--- config.mk ---
export PLATFORM = sky130hd
export DESIGN_NAME = xor_basis_subset_count_top_flat
export DESIGN_NICKNAME = d
export VERILOG_FILES = /design/src/rtl/xbsc_pkg.sv /design/src/rtl/xbsc_if.sv /design/src/rtl/xbsc_ctrl.sv /design/src/rtl/xbsc_dp.sv /design/src/rtl/xor_basis_subset_count_top.sv /design/src/flat_wrapper.sv
export SDC_FILE = /design/constraint.sdc
export NUM_CORES = 1
export LEC_CHECK = 0
export ABC_AREA = 1
export BUFFER_PORTS_ARGS = -buffer_cell sky130_fd_sc_hd__buf_2
export CAP_MARGIN = 20
export CORE_AREA = 3 3 245 223
export DETAILED_ROUTE_END_ITERATION = 10
export DIE_AREA = 0 0 248 226
export SETUP_SLACK_MARGIN = 0.2
export SLEW_MARGIN = 20
export SYNTH_ARGS = -nofsm -noshare
export SYNTH_HDL_FRONTEND = slang
export SYNTH_SLANG_ARGS = --single-unit
--- constraint.sdc ---
create_clock -name i_clk -period 3.7 [get_ports i_clk]
set_input_delay 0.185 -clock i_clk [delete_from_list [all_inputs] [get_ports i_clk]]
set_output_delay 0.185 -clock i_clk [all_outputs]
set_load 0.005 [all_outputs]
--- src/rtl/xbsc_pkg.sv ---
// ---------------------------------------------------------------------------
// xbsc_pkg - shared types and constants of the xor basis subset counter
// Word width, modulus, opcodes and the command/status bundles that pass
// between the controller and the datapath.
// ---------------------------------------------------------------------------
package xbsc_pkg;

    // basis word width and the field widths at the ports
    localparam int WORD_BITS = 20;
    localparam int VALUE_W   = 20;
    localparam int COUNT_W   = 30;
    localparam int BIT_W     = (WORD_BITS > 1) ? $clog2(WORD_BITS) : 1;
    localparam int RANK_W    = $clog2(WORD_BITS + 1);

    // modulus of the subset count
    localparam logic [COUNT_W-1:0] PRIME = COUNT_W'(1000000007);

    // opcodes
    localparam logic OP_INSERT = 1'b0;
    localparam logic OP_QUERY  = 1'b1;

    typedef logic [WORD_BITS-1:0] t_word;
    typedef logic [BIT_W-1:0]     t_bit_idx;

    // controller to datapath
    typedef struct packed {
        logic load;    // take the new request
        logic step;    // one reduction step
        logic commit;  // update basis / power, latch the result
        logic emit;    // move the result into the output register
    } t_cmd;

    // datapath to controller
    typedef struct packed {
        logic stop;      // reduction finishes in this cycle
        logic out_free;  // output register can take a result
    } t_sts;

    // input value cut or zero-extended to the basis width
    function automatic t_word to_word(input logic [VALUE_W-1:0] value);
        t_word w;
        w = '0;
        for (int i = 0; i < WORD_BITS; i++) begin
            if (i < VALUE_W) begin
                w[i] = value[i];
            end
        end
        return w;
    endfunction

endpackage

--- src/rtl/xbsc_if.sv ---
// ---------------------------------------------------------------------------
// xbsc_in_if / xbsc_out_if - request and result channels
// Valid/ready handshake; a request moves when both are high at the edge.
// ---------------------------------------------------------------------------
interface xbsc_in_if;
    logic                           valid;
    logic                           ready;
    logic                           opcode;
    logic [xbsc_pkg::VALUE_W-1:0]   value;

    modport source (output valid, output opcode, output value, input ready);
    modport sink   (input valid, input opcode, input value, output ready);
endinterface

interface xbsc_out_if;
    logic                           valid;
    logic                           ready;
    logic                           in_span;
    logic [xbsc_pkg::COUNT_W-1:0]   count;

    modport source (output valid, output in_span, output count, input ready);
    modport sink   (input valid, input in_span, input count, output ready);
endinterface

--- src/rtl/xbsc_ctrl.sv ---
// ---------------------------------------------------------------------------
// xbsc_ctrl - sequencing controller
// Accepts a request when idle, runs the reduction one slot per cycle,
// commits the outcome and hands the result to the output register.
// ---------------------------------------------------------------------------
module xbsc_ctrl (
    input  logic             i_clk,
    input  logic             i_rst_n,
    input  logic             i_in_valid,
    output logic             o_in_ready,
    input  xbsc_pkg::t_sts   i_sts,
    output xbsc_pkg::t_cmd   o_cmd
);

    localparam logic [1:0] S_IDLE = 2'd0;
    localparam logic [1:0] S_RUN  = 2'd1;
    localparam logic [1:0] S_EMIT = 2'd2;

    logic [1:0] r_state;
    logic [1:0] n_state;

    // next state
    always_comb begin
        n_state = r_state;
        unique case (r_state)
            S_IDLE: begin
                if (i_in_valid) n_state = S_RUN;
            end
            S_RUN: begin
                if (i_sts.stop) n_state = S_EMIT;
            end
            S_EMIT: begin
                if (i_sts.out_free) n_state = S_IDLE;
            end
            default: n_state = S_IDLE;
        endcase
    end

    // state register
    always_ff @(posedge i_clk) begin
        if (!i_rst_n) begin
            r_state <= S_IDLE;
        end else begin
            r_state <= n_state;
        end
    end

    // commands
    assign o_in_ready    = (r_state == S_IDLE);
    assign o_cmd.load    = (r_state == S_IDLE) && i_in_valid;
    assign o_cmd.step    = (r_state == S_RUN) && !i_sts.stop;
    assign o_cmd.commit  = (r_state == S_RUN) && i_sts.stop;
    assign o_cmd.emit    = (r_state == S_EMIT) && i_sts.out_free;

`ifndef SYNTHESIS
    // a request is never taken while one is in flight
    a_load_idle: assert property (@(posedge i_clk) disable iff (!i_rst_n)
        o_cmd.load |=> (r_state == S_RUN))
        else $error("load did not start a reduction");
    // commit is always followed by the emit state
    a_commit_emit: assert property (@(posedge i_clk) disable iff (!i_rst_n)
        o_cmd.commit |=> (r_state == S_EMIT))
        else $error("commit not followed by emit state");
    // at most one command per cycle
    a_no_double_cmd: assert property (@(posedge i_clk) disable iff (!i_rst_n)
        $onehot0({o_cmd.load, o_cmd.step, o_cmd.commit, o_cmd.emit}))
        else $error("more than one command at once");
`endif

endmodule

--- src/rtl/xbsc_dp.sv ---
// ---------------------------------------------------------------------------
// xbsc_dp - basis, reduction datapath and output register
// Holds the basis rows with their valid bits, the rank and the free power
// modulo the prime, and reduces the working word one slot per step.
// ---------------------------------------------------------------------------
module xbsc_dp (
    input  logic                              i_clk,
    input  logic                              i_rst_n,
    input  xbsc_pkg::t_cmd                    i_cmd,
    output xbsc_pkg::t_sts                    o_sts,
    input  logic                              i_opcode,
    input  logic [xbsc_pkg::VALUE_W-1:0]      i_value,
    output logic                              o_out_valid,
    input  logic                              i_out_ready,
    output logic                              o_in_span,
    output logic [xbsc_pkg::COUNT_W-1:0]      o_count
);

    localparam int WB = xbsc_pkg::WORD_BITS;

    // basis store, valid bits cleared by reset
    xbsc_pkg::t_word                  r_rows [WB];
    logic [WB-1:0]                    r_valid;
    logic [xbsc_pkg::RANK_W-1:0]      r_rank;
    logic [xbsc_pkg::COUNT_W-1:0]     r_power;

    // working request
    logic                             r_op;
    xbsc_pkg::t_word                  r_w;
    xbsc_pkg::t_bit_idx               r_bit;

    // finished result and output register
    logic                             r_res_span;
    logic [xbsc_pkg::COUNT_W-1:0]     r_res_count;
    logic                             r_out_valid;
    logic                             r_out_span;
    logic [xbsc_pkg::COUNT_W-1:0]     r_out_count;

    logic                             hit;
    logic                             empty_slot;
    logic                             residue_zero;
    logic [xbsc_pkg::COUNT_W:0]       dbl;
    logic [xbsc_pkg::COUNT_W-1:0]     n_power;

    // current slot
    assign hit          = r_w[r_bit];
    assign empty_slot   = !r_valid[r_bit];
    assign residue_zero = !(hit && empty_slot);

    assign o_sts.stop     = (hit && empty_slot) || (r_bit == '0);
    assign o_sts.out_free = !r_out_valid || i_out_ready;

    // doubled power modulo the prime
    assign dbl     = {r_power, 1'b0};
    assign n_power = (dbl >= {1'b0, xbsc_pkg::PRIME}) ?
                     xbsc_pkg::COUNT_W'(dbl - {1'b0, xbsc_pkg::PRIME}) :
                     xbsc_pkg::COUNT_W'(dbl);

    // working word and slot counter
    always_ff @(posedge i_clk) begin
        if (i_cmd.load) begin
            r_op  <= i_opcode;
            r_w   <= xbsc_pkg::to_word(i_value);
            r_bit <= xbsc_pkg::t_bit_idx'(WB - 1);
        end else if (i_cmd.step) begin
            if (hit) r_w <= r_w ^ r_rows[r_bit];
            r_bit <= r_bit - 1'b1;
        end
    end

    // basis rows, no reset
    always_ff @(posedge i_clk) begin
        if (i_cmd.commit && (r_op == xbsc_pkg::OP_INSERT) && !residue_zero) begin
            r_rows[r_bit] <= r_w;
        end
    end

    // valid bits, rank and free power
    always_ff @(posedge i_clk) begin
        if (!i_rst_n) begin
            r_valid <= '0;
            r_rank  <= '0;
            r_power <= xbsc_pkg::COUNT_W'(1);
        end else if (i_cmd.commit && (r_op == xbsc_pkg::OP_INSERT)) begin
            if (residue_zero) begin
                r_power <= n_power;
            end else begin
                r_valid[r_bit] <= 1'b1;
                r_rank         <= r_rank + 1'b1;
            end
        end
    end

    // result of the finished request
    always_ff @(posedge i_clk) begin
        if (i_cmd.commit) begin
            r_res_span <= residue_zero;
            priority if (r_op == xbsc_pkg::OP_INSERT) begin
                r_res_count <= residue_zero ? n_power : r_power;
            end else begin
                r_res_count <= residue_zero ? r_power : '0;
            end
        end
    end

    // output register
    always_ff @(posedge i_clk) begin
        if (!i_rst_n) begin
            r_out_valid <= 1'b0;
        end else if (i_cmd.emit) begin
            r_out_valid <= 1'b1;
        end else if (i_out_ready) begin
            r_out_valid <= 1'b0;
        end
    end

    always_ff @(posedge i_clk) begin
        if (i_cmd.emit) begin
            r_out_span  <= r_res_span;
            r_out_count <= r_res_count;
        end
    end

    assign o_out_valid = r_out_valid;
    assign o_in_span   = r_out_span;
    assign o_count     = r_out_count;

`ifndef SYNTHESIS
    // rank tracks the number of filled slots
    a_rank: assert property (@(posedge i_clk) disable iff (!i_rst_n)
        $countones(r_valid) == int'(r_rank))
        else $error("rank does not match filled slots");
    // free power stays reduced
    a_power: assert property (@(posedge i_clk) disable iff (!i_rst_n)
        r_power < xbsc_pkg::PRIME)
        else $error("free power not below the prime");
    // a result never overwrites one that is still waiting
    a_emit_free: assert property (@(posedge i_clk) disable iff (!i_rst_n)
        i_cmd.emit |-> (!r_out_valid || i_out_ready))
        else $error("result emitted over a pending one");
    // a new basis row marks its slot valid
    a_row_lead: assert property (@(posedge i_clk) disable iff (!i_rst_n)
        (i_cmd.commit && (r_op == xbsc_pkg::OP_INSERT) && !residue_zero)
        |=> r_valid[$past(r_bit)])
        else $error("new row not marked valid");
`endif

endmodule

--- src/rtl/xor_basis_subset_count_top.sv ---
// ---------------------------------------------------------------------------
// xor_basis_subset_count_top - xor basis subset counter
// Keeps a GF(2) basis of words and counts, modulo 1000000007, the subsets
// of all inserted words whose XOR equals a queried word.
// ---------------------------------------------------------------------------
// Each request (opcode 0 insert, 1 query) is reduced against the basis by a
// single shared XOR step that visits one slot per cycle from the top bit
// down, stopping early at the first empty slot whose bit is set. From
// acceptance to the next acceptance a request is taken, visits its slots
// in turn (the last visit commits) and then loads the output register;
// that load waits for as long as the previous result is still held in
// the output register. Requests are handled one at a time and answered
// in arrival order; the input is taken again while the previous result
// still waits in the output register. After reset the basis is empty
// and the free power is one; no clearing pass is needed.
// ---------------------------------------------------------------------------
module xor_basis_subset_count_top (
    input  logic         i_clk,
    input  logic         i_rst_n,
    xbsc_in_if.sink      i_in,
    xbsc_out_if.source   o_out
);

    xbsc_pkg::t_cmd cmd;
    xbsc_pkg::t_sts sts;

    // sequencing
    xbsc_ctrl u_ctrl (
        .i_clk      (i_clk),
        .i_rst_n    (i_rst_n),
        .i_in_valid (i_in.valid),
        .o_in_ready (i_in.ready),
        .i_sts      (sts),
        .o_cmd      (cmd)
    );

    // basis and reduction
    xbsc_dp u_dp (
        .i_clk       (i_clk),
        .i_rst_n     (i_rst_n),
        .i_cmd       (cmd),
        .o_sts       (sts),
        .i_opcode    (i_in.opcode),
        .i_value     (i_in.value),
        .o_out_valid (o_out.valid),
        .i_out_ready (o_out.ready),
        .o_in_span   (o_out.in_span),
        .o_count     (o_out.count)
    );

endmodule
--- src/flat_wrapper.sv ---
// flat-port wrapper written by rule: the top's interface ports become plain ports
module xor_basis_subset_count_top_flat 
  (i_clk, i_rst_n, i_in_valid, i_in_opcode, i_in_value, i_in_ready, o_out_valid, o_out_in_span, o_out_count, o_out_ready);
  xbsc_in_if i_in_i ();
  xbsc_out_if o_out_i ();
  input  logic i_clk;
  input  logic i_rst_n;
  input wire logic [$bits(i_in_i.valid)-1:0] i_in_valid;
  input wire logic [$bits(i_in_i.opcode)-1:0] i_in_opcode;
  input wire logic [$bits(i_in_i.value)-1:0] i_in_value;
  output wire logic [$bits(i_in_i.ready)-1:0] i_in_ready;
  output wire logic [$bits(o_out_i.valid)-1:0] o_out_valid;
  output wire logic [$bits(o_out_i.in_span)-1:0] o_out_in_span;
  output wire logic [$bits(o_out_i.count)-1:0] o_out_count;
  input wire logic [$bits(o_out_i.ready)-1:0] o_out_ready;
  assign i_in_i.valid = i_in_valid;
  assign i_in_i.opcode = i_in_opcode;
  assign i_in_i.value = i_in_value;
  assign i_in_ready = i_in_i.ready;
  assign o_out_valid = o_out_i.valid;
  assign o_out_in_span = o_out_i.in_span;
  assign o_out_count = o_out_i.count;
  assign o_out_i.ready = o_out_ready;
  xor_basis_subset_count_top u_core (.i_clk(i_clk), .i_rst_n(i_rst_n), .i_in(i_in_i), .o_out(o_out_i));
endmodule
==> flow_summary.toml <==
[routing]
ant_nets = 0
totalWireLength_mm = 64.3
viasPerCell = 5.61
firstDrtPassIters = 5
drc = 0
vias = 17149
drt_iter0_drc = 1790
routedWlPerCell_um = 21.0

[floorplanning]
die_x_um = 248
num_rows = 79
die_y_um = 226
core_mm2 = 0.0519
io_pins = 58
dieArea_mm2 = 0.0560
initial_core_util = 0.453

[logic_synthesis]
synth-simple-area-share = 0.179
syn_area_mm2 = 0.0235
syn_inst = 2236
synth-xor-area-share = 0.00223
syn_nets = 2267
synth_ff_type = "edfxtp_1"
synth_adder_area_share = 0.00319
yosys_warnings = 0
synth_cell_types = 34
synth-seq-cells = 546
synth_edf_count = 483
synth_mux_area_frac = 0.00341
synth_compound_area_frac = 0.0989
synth_top_family_by_area = "simple AND/OR/NAND/NOR gates"
synth-async-reset-ratio = 0
syn_area_per_cell_um2 = 10.5
ys_seq_area_frac = 0.670

[clock_network]
cts_setup_buffers = 0
numCtsBuffers = 55
cts_tree = "built"
clock_latency_ns = 0.64
htreeDepth = 2
cts_max_path_buffers = 3
cts.sinks = 546
cts_root_buffer = "clkbuf_16"
path_clk_slew_ns = 0.07

[global_route]
busiest_layer = "met1"
grt_pass1_wl_mm = 99.2
use_met2 = 0.342
use_met3 = 0.0380
grtUsageTotal = 0.233
grt.overflow.total = 0
met1_usage = 0.356
antenna_found_initial = 0
grt_max_degree = 138
grt_pass1_vias = 16436

[worst_setup_path]
path_buf_inv = 4
path_delay_family = "buffers and inverters"
crit_chain = "inv_2 > nand2_1 > nand3_1 > nand2_1 > nand2_1 > nand3_1 > nor2_1 > nor2_2 > buf_4 > nand4_1 > inv_1 > buf_4"
r2r_start = "u_core.u_dp.r_bit[0]$_SDFFE_PP1P_"
cp-end-kind = "flop"
cp-start-kind = "flop"
path_class = "flop to flop"
cpMostUsedCell = "nand2_1"
cp_max_fo = 37
crit_arrival_ns = 3.27
slowest_stage = "dfxtp_1"
critPathMaxStageDelay_ns = 0.55
cp.required_ns = 3.96
worstSetupStartpoint = "u_core.u_dp.r_bit[0]$_SDFFE_PP1P_"

[timing]
totalNegativeSetupSlack_ns = 0
finalSetupViolations = 0
post-route-period-util = 0.814
worst_slew_pin_slew_ns = 1.12
timing.slew.headroom = 0.254
fin_skew_ns = 0.0454
drv_slew = 0
fmax_mhz = 332
rsz0062_at_grt = "false"
hold_viol = 0
period_needed_ns = 3.01
fin_ws_ns = 0.688

[layout]
fill_cells = 4592
fin_cells = 3057
area_growth_pct = 14.4
diodes = 0
fin_nets = 2353
final_layout_size_suffix_gt1_frac = 0.113

[placed_design]
hpwl_mm = 39.6
dp.cells = 2931
port_buffers = 57
dpl_worst_slack_ns = 0.738
gp_congestion = 0.920

[min_path]
min_path_type = "input pin to flop"
hp-start = "i_rst_n"

[power]
total_power_mw = 20.8
cellPowerDensity_mw_per_mm2 = 775
p_leak_nw = 10.1
ir_drop_uv = 652

[job]
drv_cap = 0

[run_status]
status = "completed"
## flip-flops by register name, indices dropped and copies added (netlist names), 2 cells and up, named ones only
| register | cells |
|---|---|
| u_core.u_ctrl.r_state | 2 |
| u_core.u_dp.o_count | 30 |
| u_core.u_dp.r_bit | 5 |
| u_core.u_dp.r_power | 30 |
| u_core.u_dp.r_res_count | 30 |
| u_core.u_dp.r_rows | 400 |
| u_core.u_dp.r_valid | 20 |
| u_core.u_dp.r_w | 20 |
## stage by stage
stage | utilization | instance area, um2 | hold slack (ns)
after global routing | 0.518 | 26900 | 0.226
after detailed placement | 0.478 | 24800 | 0.375
after floorplan | - | 23500 | 0.284
after CTS | 0.518 | 26900 | 0.191
after global placement | 0.478 | 24800 | 0.372
final | 0.518 | 26900 | 0.219
## layout by cell type, fill, tap and decap left out, drive strengths merged, types with 12 or more instances in the layout
cell type    netlist  routed
a21oi             34      34
buf               46     136
clkbuf            83      67
clkinv             0      28
dfxtp             63      63
dlygate4sd3        0      22
edfxtp           483     483
inv              119     121
nand2            514     514
nand3            175     175
nor2             334     334
o211ai            12      12
o21ai            217     217
o21bai            12      12
o221ai            65      65
o22ai             15      15
o31ai             14      14
## path summary, 6_finish.rpt
check / end / cells after the start / slack (ns)
hold reg to reg: u_core.u_dp.o_count[14]$_DFFE_PP_ / 0 / 0.42
hold / removal: u_core.u_dp.r_power[0]$_SDFFE_PN1N_ / 2 / 0.22
setup reg to reg: u_core.u_dp.r_rows[0][14]$_DFFE_PP_ / 12 / 0.69
setup / recovery: u_core.u_dp.r_rows[0][14]$_DFFE_PP_ / 12 / 0.69
## what timing repair did
item | 4_1_cts | 5_1_grt
gates resized for setup | 0 | 0
endpoints found under the hold margin | 23 | 0
endpoints found under the setup margin | 0 | 0
hold buffers | 22 | 0
## cell families (layout without fill, tap and decap cells)
group	Yosys count	in the layout
flip-flops	546	546
multiplexers	8	8
buffers and inverters	248	381
AO/OA/AOI/OAI	382	382
XOR/XNOR	6	6
AND/OR/NAND/NOR	1040	1040
adder cells (fa/ha/maj)	6	6
## Yosys cell counts, types with 15 or more instances
library cell | number | area (um2)
nand2_1 | 514 | 1930
edfxtp_1 | 483 | 14500
nor2_1 | 326 | 1220
o21ai_0 | 214 | 1070
nand3_1 | 172 | 861
inv_1 | 112 | 420
clkbuf_1 | 83 | 312
o221ai_1 | 65 | 569
dfxtp_1 | 63 | 1260
a21oi_1 | 34 | 170
buf_2 | 31 | 155
o22ai_1 | 15 | 93.8
## metal layers
metal	part of all wire	wire length (um)	vias to the layer above
met5	0	0	-
met4	0.025	1630	0
met3	0.074	4790	103
met2	0.44	28000	640
met1	0.46	29900	8406
li1	-	-	8000
## report_power, final
| group | leakage, nW | switching, mW | internal, mW |
|---|---|---|---|
| Clock | 0.902 | 2.45 | 3.16 |
| Combinational | 4.27 | 5.11 | 1.90 |
| Sequential | 4.88 | 0.313 | 7.90 |
| Total | 10.1 | 7.87 | 13.0 |
## final cells by class
type | instances | area [um2] | area share
Timing Repair Buffer | 158 | 1170 | 0.0436
Tap cell | 688 | 861 | 0.0320
Clock inverter | 37 | 360 | 0.0134
Sequential cell | 546 | 15800 | 0.587
Clock buffer | 67 | 1480 | 0.0551
Multi-Input combinational cell | 1442 | 6790 | 0.253
Inverter | 119 | 449 | 0.0167
(Power assumes the default switching activity.)
